**config.mk**
```make
export PLATFORM = sky130hd
export DESIGN_NAME = button_press_hold_rapid_classifier_flat
export DESIGN_NICKNAME = d
export VERILOG_FILES = /design/src/hdl/bpc_pkg.sv /design/src/hdl/bpc_if.sv /design/src/hdl/button_press_hold_rapid_classifier.sv /design/src/hdl/bpc_cfg_regs.sv /design/src/hdl/bpc_state_mem.sv /design/src/hdl/bpc_update.sv /design/src/flat_wrapper.sv
export SDC_FILE = /design/constraint.sdc
export NUM_CORES = 2
export LEC_CHECK = 0
export BUFFER_PORTS_ARGS = -buffer_cell sky130_fd_sc_hd__buf_4
export CAP_MARGIN = 40
export CORE_ASPECT_RATIO = 1.25
export CORE_MARGIN = 4
export CORE_UTILIZATION = 55
export CTS_CLUSTER_SIZE = 24
export DETAILED_ROUTE_END_ITERATION = 8
export GPL_TIMING_DRIVEN = 1
export PLACE_DENSITY = 0.68
export SYNTH_ARGS = -nofsm -noshare
export SYNTH_HDL_FRONTEND = slang
export SYNTH_SLANG_ARGS = --single-unit
export TNS_END_PERCENT = 10
```
**constraint.sdc**
```tcl
create_clock -name i_clk -period 31.1 [get_ports i_clk]
set_input_delay 1.555 -clock i_clk [delete_from_list [all_inputs] [get_ports i_clk]]
set_output_delay 1.555 -clock i_clk [all_outputs]
set_load 0.02 [all_outputs]
```
**src/hdl/bpc_pkg.sv**
```systemverilog
`timescale 1ns / 1ps
// Shared types, codes and helpers of the button press/hold/rapid classifier.
package bpc_pkg;

    localparam int IDX_W   = 6;
    localparam int LEVEL_W = 2;
    localparam int DELTA_W = 16;
    localparam int TIME_W  = 32;
    localparam int COUNT_W = 8;
    localparam int CFG_IDX_W  = 3;
    localparam int CFG_DATA_W = 32;
    // Wide enough to hold a button count of up to 65535
    localparam int ADDR_EXT_W = 16;

    // Result classes
    typedef enum logic [1:0] {
        CLS_NONE    = 2'd0,
        CLS_PRESSED = 2'd1,
        CLS_RAPID   = 2'd2,
        CLS_HOLD    = 2'd3
    } t_class;

    // Configuration register indexes
    localparam logic [CFG_IDX_W-1:0] CFG_BUFFER_FRAMES      = 3'd0;
    localparam logic [CFG_IDX_W-1:0] CFG_FRAME_PERIOD_US    = 3'd1;
    localparam logic [CFG_IDX_W-1:0] CFG_RAPID_WINDOW_US    = 3'd2;
    localparam logic [CFG_IDX_W-1:0] CFG_RAPID_COUNT_NEEDED = 3'd3;
    localparam logic [CFG_IDX_W-1:0] CFG_HOLD_TIME_US       = 3'd4;

    // Register values after reset
    localparam logic [COUNT_W-1:0] RST_BUFFER_FRAMES      = 8'd3;
    localparam logic [TIME_W-1:0]  RST_FRAME_PERIOD_US    = 32'd16667;
    localparam logic [TIME_W-1:0]  RST_RAPID_WINDOW_US    = 32'd200000;
    localparam logic [COUNT_W-1:0] RST_RAPID_COUNT_NEEDED = 8'd4;
    localparam logic [TIME_W-1:0]  RST_HOLD_TIME_US       = 32'd500000;

    // Live configuration
    typedef struct packed {
        logic [COUNT_W-1:0] buffer_frames;
        logic [TIME_W-1:0]  frame_period_us;
        logic [TIME_W-1:0]  rapid_window_us;
        logic [COUNT_W-1:0] rapid_count_needed;
        logic [TIME_W-1:0]  hold_time_us;
    } t_cfg;

    // One stored button entry
    typedef struct packed {
        logic [LEVEL_W-1:0] last_level;
        logic [TIME_W-1:0]  stable_time;
        logic [COUNT_W-1:0] buffered_count;
        logic [COUNT_W-1:0] rapid_count;
        t_class             last_class;
    } t_entry;

    // Increment that sticks at all ones
    function automatic logic [COUNT_W-1:0] sat_inc(input logic [COUNT_W-1:0] v);
        return (v == {COUNT_W{1'b1}}) ? v : v + {{(COUNT_W-1){1'b0}}, 1'b1};
    endfunction

endpackage

```
**src/hdl/bpc_if.sv**
```systemverilog
`timescale 1ns / 1ps
// Request and result channel interfaces of the classifier.
interface bpc_in_if;
    logic                        valid;
    logic                        ready;
    logic [bpc_pkg::IDX_W-1:0]   button_index;
    logic [bpc_pkg::LEVEL_W-1:0] key_level;
    logic [bpc_pkg::DELTA_W-1:0] delta_time_us;

    modport source (output valid, button_index, key_level, delta_time_us, input ready);
    modport sink   (input valid, button_index, key_level, delta_time_us, output ready);
endinterface

interface bpc_out_if;
    logic                        valid;
    logic                        ready;
    logic [bpc_pkg::IDX_W-1:0]   button_index_out;
    logic [1:0]                  button_class;

    modport source (output valid, button_index_out, button_class, input ready);
    modport sink   (input valid, button_index_out, button_class, output ready);
endinterface

```
**src/hdl/button_press_hold_rapid_classifier.sv**
```systemverilog
`timescale 1ns / 1ps
// Top level of the button press/hold/rapid classifier.
// Takes one button update per cycle while no stall holds it and returns one class per update.
// On acceptance the button's entry is read from the state memory; the update stage then
// updates it, writes it back and loads the output register. An update for the same button
// in the very next cycle is served by a bypass of the write, so back-to-back updates never
// stall; apart from the clearing after reset, the only stall is a full output register that
// is not being taken. After reset the block clears every entry of its state memory and takes
// no update during that time; configuration writes are taken throughout. An index at or
// above NUM_BUTTONS changes no state and returns class none.
module button_press_hold_rapid_classifier #(
    parameter int NUM_BUTTONS = 64
) (
    input  logic                             i_clk,
    input  logic                             i_rst_n,
    bpc_in_if.sink                           i_item,
    bpc_out_if.source                        o_result,
    input  logic                             i_cfg_wr_en,
    input  logic [bpc_pkg::CFG_IDX_W-1:0]    i_cfg_index,
    input  logic [bpc_pkg::CFG_DATA_W-1:0]   i_cfg_data
);
    import bpc_pkg::*;

    localparam int AW = (NUM_BUTTONS > 1) ? $clog2(NUM_BUTTONS) : 1;

    t_cfg              cfg;
    logic              busy;
    logic              accept;
    logic              adv;
    logic              retire;
    logic [ADDR_EXT_W-1:0] idx_ext;
    logic [AW-1:0]     rd_addr;
    t_entry            rd_entry;
    t_entry            upd_entry;
    t_class            upd_class;

    logic              r_s1_valid;
    logic              r_s1_in_range;
    logic [IDX_W-1:0]  r_s1_idx;
    logic [AW-1:0]     r_s1_addr;
    logic [LEVEL_W-1:0] r_s1_level;
    logic [DELTA_W-1:0] r_s1_delta;

    logic              r_out_valid;
    logic [IDX_W-1:0]  r_out_idx;
    t_class            r_out_class;

    bpc_cfg_regs u_cfg (
        .i_clk       (i_clk),
        .i_rst_n     (i_rst_n),
        .i_cfg_wr_en (i_cfg_wr_en),
        .i_cfg_index (i_cfg_index),
        .i_cfg_data  (i_cfg_data),
        .o_cfg       (cfg)
    );

    // Handshake: the update stage moves on when the output register is free or drains
    assign adv          = !r_out_valid || o_result.ready;
    assign retire       = r_s1_valid && adv;
    assign i_item.ready = !busy && (!r_s1_valid || adv);
    assign accept       = i_item.valid && i_item.ready;

    assign idx_ext = {{(ADDR_EXT_W - IDX_W){1'b0}}, i_item.button_index};
    assign rd_addr = idx_ext[AW-1:0];

    bpc_state_mem #(
        .DEPTH (NUM_BUTTONS),
        .AW    (AW)
    ) u_mem (
        .i_clk     (i_clk),
        .i_rst_n   (i_rst_n),
        .i_rd_en   (accept),
        .i_rd_addr (rd_addr),
        .o_rd_data (rd_entry),
        .i_wr_en   (retire && r_s1_in_range),
        .i_wr_addr (r_s1_addr),
        .i_wr_data (upd_entry),
        .o_busy    (busy)
    );

    bpc_update u_upd (
        .i_entry (rd_entry),
        .i_level (r_s1_level),
        .i_delta (r_s1_delta),
        .i_cfg   (cfg),
        .o_entry (upd_entry),
        .o_class (upd_class)
    );

    // Hold the request in the update stage while its entry is read
    always_ff @(posedge i_clk) begin
        if (!i_rst_n) begin
            r_s1_valid <= 1'b0;
        end else if (accept) begin
            r_s1_valid <= 1'b1;
        end else if (adv) begin
            r_s1_valid <= 1'b0;
        end
    end

    always_ff @(posedge i_clk) begin
        if (accept) begin
            r_s1_idx      <= i_item.button_index;
            r_s1_addr     <= rd_addr;
            r_s1_level    <= i_item.key_level;
            r_s1_delta    <= i_item.delta_time_us;
            r_s1_in_range <= (idx_ext < ADDR_EXT_W'(NUM_BUTTONS));
        end
    end

    // Load the output register, drop it once taken
    always_ff @(posedge i_clk) begin
        if (!i_rst_n) begin
            r_out_valid <= 1'b0;
        end else if (retire) begin
            r_out_valid <= 1'b1;
        end else if (o_result.ready) begin
            r_out_valid <= 1'b0;
        end
    end

    always_ff @(posedge i_clk) begin
        if (retire) begin
            r_out_idx   <= r_s1_idx;
            r_out_class <= r_s1_in_range ? upd_class : CLS_NONE;
        end
    end

    assign o_result.valid            = r_out_valid;
    assign o_result.button_index_out = r_out_idx;
    assign o_result.button_class     = r_out_class;

`ifndef SYNTHESIS
    a_no_accept_while_clearing: assert property (@(posedge i_clk) disable iff (!i_rst_n)
        busy |-> !accept)
        else $error("request accepted during state clearing");

    a_retire_gives_result: assert property (@(posedge i_clk) disable iff (!i_rst_n)
        retire |=> o_result.valid)
        else $error("retired request produced no result");

    a_out_of_range_none: assert property (@(posedge i_clk) disable iff (!i_rst_n)
        (retire && !r_s1_in_range) |=> (o_result.button_class == CLS_NONE))
        else $error("out-of-range index reported a class");
`endif

endmodule

```
**src/hdl/bpc_cfg_regs.sv**
```systemverilog
`timescale 1ns / 1ps
// Configuration register file of the classifier.
module bpc_cfg_regs (
    input  logic                              i_clk,
    input  logic                              i_rst_n,
    input  logic                              i_cfg_wr_en,
    input  logic [bpc_pkg::CFG_IDX_W-1:0]     i_cfg_index,
    input  logic [bpc_pkg::CFG_DATA_W-1:0]    i_cfg_data,
    output bpc_pkg::t_cfg                     o_cfg
);
    import bpc_pkg::*;

    t_cfg r_cfg;

    // Write the addressed register, drop unknown indexes
    always_ff @(posedge i_clk) begin
        if (!i_rst_n) begin
            r_cfg.buffer_frames      <= RST_BUFFER_FRAMES;
            r_cfg.frame_period_us    <= RST_FRAME_PERIOD_US;
            r_cfg.rapid_window_us    <= RST_RAPID_WINDOW_US;
            r_cfg.rapid_count_needed <= RST_RAPID_COUNT_NEEDED;
            r_cfg.hold_time_us       <= RST_HOLD_TIME_US;
        end else if (i_cfg_wr_en) begin
            case (i_cfg_index)
                CFG_BUFFER_FRAMES:      r_cfg.buffer_frames      <= i_cfg_data[COUNT_W-1:0];
                CFG_FRAME_PERIOD_US:    r_cfg.frame_period_us    <= i_cfg_data[TIME_W-1:0];
                CFG_RAPID_WINDOW_US:    r_cfg.rapid_window_us    <= i_cfg_data[TIME_W-1:0];
                CFG_RAPID_COUNT_NEEDED: r_cfg.rapid_count_needed <= i_cfg_data[COUNT_W-1:0];
                CFG_HOLD_TIME_US:       r_cfg.hold_time_us       <= i_cfg_data[TIME_W-1:0];
                default: begin
                end
            endcase
        end
    end

    assign o_cfg = r_cfg;

endmodule

```
**src/hdl/bpc_state_mem.sv**
```systemverilog
`timescale 1ns / 1ps
// Per-button state memory with clearing sweep and write-to-read bypass.
module bpc_state_mem #(
    parameter int DEPTH = 64,
    parameter int AW    = 6
) (
    input  logic             i_clk,
    input  logic             i_rst_n,
    input  logic             i_rd_en,
    input  logic [AW-1:0]    i_rd_addr,
    output bpc_pkg::t_entry  o_rd_data,
    input  logic             i_wr_en,
    input  logic [AW-1:0]    i_wr_addr,
    input  bpc_pkg::t_entry  i_wr_data,
    output logic             o_busy
);
    import bpc_pkg::*;

    typedef enum logic [1:0] {
        ST_CLEAR = 2'b01,
        ST_RUN   = 2'b10
    } t_state;

    t_state         r_state, n_state;
    logic [AW-1:0]  r_clr_addr;
    t_entry         mem [DEPTH];
    t_entry         r_rd_data;
    t_entry         r_byp_data;
    logic           r_byp_hit;

    logic           wr_en;
    logic [AW-1:0]  wr_addr;
    t_entry         wr_data;
    logic           clr_last;

    assign clr_last = (r_clr_addr == AW'(DEPTH - 1));

    // Advance the clearing sweep after reset
    always_comb begin
        n_state = r_state;
        case (r_state)
            ST_CLEAR: if (clr_last) n_state = ST_RUN;
            ST_RUN:   n_state = ST_RUN;
            default:  n_state = ST_CLEAR;
        endcase
    end

    always_ff @(posedge i_clk) begin
        if (!i_rst_n) begin
            r_state    <= ST_CLEAR;
            r_clr_addr <= '0;
        end else begin
            r_state <= n_state;
            if (r_state == ST_CLEAR) r_clr_addr <= r_clr_addr + AW'(1);
        end
    end

    // Select the sweep or the update as the write source
    always_comb begin
        if (r_state == ST_CLEAR) begin
            wr_en   = 1'b1;
            wr_addr = r_clr_addr;
            wr_data = '0;
        end else begin
            wr_en   = i_wr_en;
            wr_addr = i_wr_addr;
            wr_data = i_wr_data;
        end
    end

    // Hold the array; read returns the old entry on a same-edge write
    always_ff @(posedge i_clk) begin
        if (wr_en) mem[wr_addr] <= wr_data;
        if (i_rd_en) r_rd_data <= mem[i_rd_addr];
    end

    // Capture a write that lands on the entry being read
    always_ff @(posedge i_clk) begin
        if (!i_rst_n) begin
            r_byp_hit <= 1'b0;
        end else if (i_rd_en) begin
            r_byp_hit <= wr_en && (wr_addr == i_rd_addr);
        end
    end

    always_ff @(posedge i_clk) begin
        if (i_rd_en) r_byp_data <= wr_data;
    end

    assign o_rd_data = r_byp_hit ? r_byp_data : r_rd_data;
    assign o_busy    = (r_state != ST_RUN);

`ifndef SYNTHESIS
    a_no_read_while_clearing: assert property (@(posedge i_clk) disable iff (!i_rst_n)
        (r_state == ST_CLEAR) |-> !i_rd_en)
        else $error("state read issued during clearing sweep");
`endif

endmodule

```
**src/hdl/bpc_update.sv**
```systemverilog
`timescale 1ns / 1ps
// Next-state and class computation for one button update.
module bpc_update (
    input  bpc_pkg::t_entry                 i_entry,
    input  logic [bpc_pkg::LEVEL_W-1:0]     i_level,
    input  logic [bpc_pkg::DELTA_W-1:0]     i_delta,
    input  bpc_pkg::t_cfg                   i_cfg,
    output bpc_pkg::t_entry                 o_entry,
    output bpc_pkg::t_class                 o_class
);
    import bpc_pkg::*;

    logic              down, clean, changed, buffered;
    logic [TIME_W:0]   sum_wide;
    logic [TIME_W-1:0] st_sum;
    logic              frame_step;
    logic              st_zero;
    logic              rapid_act;
    logic [COUNT_W-1:0] rapid_inc;
    t_class            cls;

    always_comb begin
        down     = (i_level != '0);
        clean    = (i_entry.last_class == CLS_NONE);
        changed  = (i_level != i_entry.last_level);
        buffered = (i_entry.buffered_count < i_cfg.buffer_frames);

        // Accumulate stable time, sticking at all ones
        sum_wide = {1'b0, i_entry.stable_time} + {{(TIME_W - DELTA_W + 1){1'b0}}, i_delta};
        st_sum   = sum_wide[TIME_W] ? {TIME_W{1'b1}} : sum_wide[TIME_W-1:0];

        // Step a buffered frame once a frame period has gone by
        frame_step = !changed && buffered && (st_sum > i_cfg.frame_period_us);
        st_zero    = changed || frame_step;

        // Rapid activity: compare the final stable time (zero or the sum)
        rapid_act = changed || (frame_step ? (i_cfg.rapid_window_us != '0)
                                           : (st_sum < i_cfg.rapid_window_us));
        rapid_inc = sat_inc(i_entry.rapid_count);

        cls = (!down && ((changed && clean) || buffered)) ? CLS_PRESSED : CLS_NONE;
        if (rapid_act && (rapid_inc > i_cfg.rapid_count_needed)) cls = CLS_RAPID;
        if (down && !st_zero && (st_sum > i_cfg.hold_time_us)) cls = CLS_HOLD;

        o_entry.last_level     = i_level;
        o_entry.stable_time    = st_zero ? '0 : st_sum;
        o_entry.buffered_count = changed ? '0 :
                                 frame_step ? sat_inc(i_entry.buffered_count) :
                                 i_entry.buffered_count;
        o_entry.rapid_count    = rapid_act ? rapid_inc : '0;
        o_entry.last_class     = cls;
        o_class                = cls;
    end

endmodule
```
**src/flat_wrapper.sv**
```systemverilog
// flat-port wrapper written by rule: the top's interface ports become plain ports
module button_press_hold_rapid_classifier_flat import bpc_pkg::*;
#(
    parameter int NUM_BUTTONS = 64
)
  (i_clk, i_rst_n, i_cfg_wr_en, i_cfg_index, i_cfg_data, i_item_valid, i_item_button_index, i_item_key_level, i_item_delta_time_us, i_item_ready, o_result_valid, o_result_button_index_out, o_result_button_class, o_result_ready);
  bpc_in_if i_item_i ();
  bpc_out_if o_result_i ();
  input  logic i_clk;
  input  logic i_rst_n;
  input  logic i_cfg_wr_en;
  input  logic [bpc_pkg::CFG_IDX_W-1:0] i_cfg_index;
  input  logic [bpc_pkg::CFG_DATA_W-1:0] i_cfg_data;
  input wire logic [$bits(i_item_i.valid)-1:0] i_item_valid;
  input wire logic [$bits(i_item_i.button_index)-1:0] i_item_button_index;
  input wire logic [$bits(i_item_i.key_level)-1:0] i_item_key_level;
  input wire logic [$bits(i_item_i.delta_time_us)-1:0] i_item_delta_time_us;
  output wire logic [$bits(i_item_i.ready)-1:0] i_item_ready;
  output wire logic [$bits(o_result_i.valid)-1:0] o_result_valid;
  output wire logic [$bits(o_result_i.button_index_out)-1:0] o_result_button_index_out;
  output wire logic [$bits(o_result_i.button_class)-1:0] o_result_button_class;
  input wire logic [$bits(o_result_i.ready)-1:0] o_result_ready;
  assign i_item_i.valid = i_item_valid;
  assign i_item_i.button_index = i_item_button_index;
  assign i_item_i.key_level = i_item_key_level;
  assign i_item_i.delta_time_us = i_item_delta_time_us;
  assign i_item_ready = i_item_i.ready;
  assign o_result_valid = o_result_i.valid;
  assign o_result_button_index_out = o_result_i.button_index_out;
  assign o_result_button_class = o_result_i.button_class;
  assign o_result_i.ready = o_result_ready;
  button_press_hold_rapid_classifier #(.NUM_BUTTONS(NUM_BUTTONS)) u_core (.i_clk(i_clk), .i_rst_n(i_rst_n), .i_item(i_item_i), .o_result(o_result_i), .i_cfg_wr_en(i_cfg_wr_en), .i_cfg_index(i_cfg_index), .i_cfg_data(i_cfg_data));
endmodule
```
==> results.cfg <==
[global_route]
antenna_found_initial = 16
grt_pass1_wl_microns = 563000
grt_usage = 0.3102
globalRouteOverflowTotal = 0
grt_pass1_vias = 70102
grt_max_degree = 119

[worst_setup_path]
slowest_delay_ns = 0.79
critPathBufInv = 5
cpMostUsedCell = buf_4
worstPathMaxFanout = 56
cp_slowest_cell = dfxtp_4
required_ns = 31.70
criticalPathCategory = register to register
path_cells = mux2_2 > ha_1 > fa_1 > a211oi_1 > nor4b_1 > nor4b_1 > o211a_1 > nor2_1 > buf_4 > nand2_4 > buf_12 > nand2_1 > ha_1 > nand4_1 > or2_2 > a211oi_1 > o311ai_0 > a211oi_2 > buf_4 > or2_4 > buf_4 > o21ba_2 > buf_12
cp-startpoint = u_core.u_mem.r_byp_hit
worstReg2RegStart = u_core.u_mem.r_byp_hit
rrSetupSlack_ns = 22.62
critPathLaunchType = register
worst_setup_path_end_kind = register
arrival_ns = 9.08
crit_family = simple AND/OR/NAND/NOR gates

[synth]
synth_warnings = 0
async_flop_share = 0
ys_ff_latch = 3587
yosysMostFrequentCell = edfxtp_1
syn_area_per_cell_sq_um = 22.39
syn-num-nets = 6464
synthTopCellsByArea = edfxtp_1, mux4_2, dfxtp_1
synth_commonest_cells = edfxtp_1, mux4_2, nand2_1
synthesis.area_sq_um = 140400
yosysTopAreaCell = edfxtp_1
seq_area_frac_synth = 0.7587
synth_cells = 6268
synth_top_area_frac = 0.7411
synth.distinct_cells = 78
synth_edf_count = 3464
synth-main-ff-cell = edfxtp_1

[floorplan]
ios = 74
die_area_sq_um = 263400
core-area_sq_um = 254100
start_util = 0.5524
rows = 207
die_h_microns = 572.8
die_w_microns = 459.8

[timing]
setup_viol = 0
period_minus_slack_ns = 8.477
worstMarginPinSlew_ns = 1.040
period_share = 0.2726
setup-tns-final_ns = 0
drv_slew = 0
slew_headroom = 0.3069
hold_violations = 0
rsz0062_at_grt = false
hold_slack_ns = 0.4596
skew_ns = 0.07572
timing.fmax_mhz = 118.0

[placed_design]
dpl.hpwl_microns = 228800
gp_congestion = 0.8909
io_buffer_count = 73

[routing]
wl_per_cell_microns = 39.53
wirelength_microns = 407200
drt_iter0_drc = 12143
via_per_inst = 6.927
routed-via-count = 71353
drc = 0
drt-pass1-iter-count = 8
postRouteAntennaNets = 0

[clock_network]
numCtsBuffers = 347
cts_hold_buf = 0
clock_latency_ns = 0.92
post-cts-setup-buffers = 0
cts_sinks = 3587
cts_root_buf = clkbuf_16
clock_path_buffers = 4
cts_resized = 0
cts_tree = yes
clk_pin_slew_ns = 0.06
htree_levels = 5

[power_and_ir_drop]
power.density_nw_per_um2 = 60.89
vdd_drop_max_uv = 52.18
p_leak_nw = 48.97

[layout]
fill_cells = 16666
drive_above_1_share = 0.3039
finish.net_count = 6873
regArea_sq_um = 106500
multiInputGateArea_sq_um = 33070
area_growth_pct = 13.44

[hold_path]
holdCritStartpoint = u_core.r_s1_idx[2]
hp-class = register to register

[job]
drv_cap = 0

[outcome]
outcome = complete, no violations
[through the flow]
stage,instances,total power [W],utilization,setup WS (ns),area [sq um]
floorplan,6268,0.005573,-,21.29,140400
global placement,9590,0.005679,0.5762,22.06,146400
detailed placement,9672,0.005690,0.5836,22.72,148300
CTS,10288,0.009741,0.6265,22.67,159200
global route,10292,0.009965,0.6265,22.17,159200
finish,10301,0.009695,0.6266,22.62,159200
[cell families after synthesis]
| logic type | after synthesis | synth area share |
|---|---|---|
| compound gates | 341 | 0.01639 |
| xor+xnor | 40 | 0.002496 |
| fa+ha+maj | 132 | 0.01182 |
| buf+inv | 426 | 0.01247 |
| flops | 3587 | 0.7587 |
| mux | 1161 | 0.1795 |
| simple gates | 581 | 0.01865 |
[registers in the layout (all words and copies together), names as in the netlist]
| signal | cells |
|---|---|
| u_core.o_result.button_class | 2 |
| u_core.o_result.button_index_out | 6 |
| u_core.o_result.valid | 1 |
| u_core.r_s1_delta | 16 |
| u_core.r_s1_idx | 6 |
| u_core.r_s1_level | 2 |
| u_core.r_s1_valid | 1 |
| u_core.u_cfg.o_cfg | 112 |
| u_core.u_mem.mem | 3328 |
| u_core.u_mem.r_byp_data | 52 |
| u_core.u_mem.r_byp_hit | 1 |
| u_core.u_mem.r_clr_addr | 6 |
| u_core.u_mem.r_rd_data | 52 |
| u_core.u_mem.r_state | 2 |
[worst paths after layout]
kind                                                       endpoint  cells after the start
worst min register to register  u_core.o_result.button_index_out[2]                      0
worst max register to register             u_core.u_mem.mem[11][31]                     23
worst min-delay path            u_core.o_result.button_index_out[2]                      0
worst max-delay path                       u_core.u_mem.mem[11][31]                     23
[cell type report]
type,instances,area share
clock inverters,196,0.01114
well taps,3344,0.02628
clock buffers,420,0.05738
flip-flops and latches,3587,0.6688
multi-input cells,2255,0.2077
diodes,13,0.0002043
inverters,123,0.002947
repair buffers,363,0.02552
[metal layers]
metal	wire length, microns	GRT usage	part of all wire
met5	28	0	0.000069
met2	194800	0.4824	0.48
met3	46930	0.07092	0.12
met4	20830	0.1331	0.051
met1	144600	0.4289	0.36
[worst register-to-register path, delay by kind of cell (launching register included)]
kind | cells | cell delay, ns
AO/OA/AOI/OAI | 6 | 1.91
flip-flops | 1 | 0.79
buffers and inverters | 5 | 1.64
adder cells (fa/ha/maj) | 3 | 1.06
multiplexers | 1 | 0.46
AND/OR/NAND/NOR | 8 | 2.31
[report_power, final]
part	switching, W	internal (W)	leakage (nW)	total (W)
logic	0.000184	0.000145	11.9	0.000330
clock network	0.00179	0.00232	5.34	0.00411
registers	0.00000807	0.00525	31.8	0.00526
[cell usage in the layout (no fill, tap or decap), types with 14 or more instances in the layout]
master	instances
a211oi_1	15
a21boi_0	96
a21o_1	14
a21oi_1	59
a21oi_4	22
buf_12	44
buf_16	38
buf_4	275
bufinv_16	27
clkbuf_1	62
clkbuf_16	353
clkinv_1	75
clkinv_2	62
dfxtp_1	122
edfxtp_1	3464
ha_1	131
inv_1	122
mux2_2	47
mux2i_1	34
mux4_2	1080
nand2_1	302
nand3_1	39
nand4_1	24
nor2_1	35
nor2_4	70
nor4_1	14
o211ai_1	22
o21ai_0	33
xnor2_1	22
xor2_1	18
(Power assumes the default switching activity.)
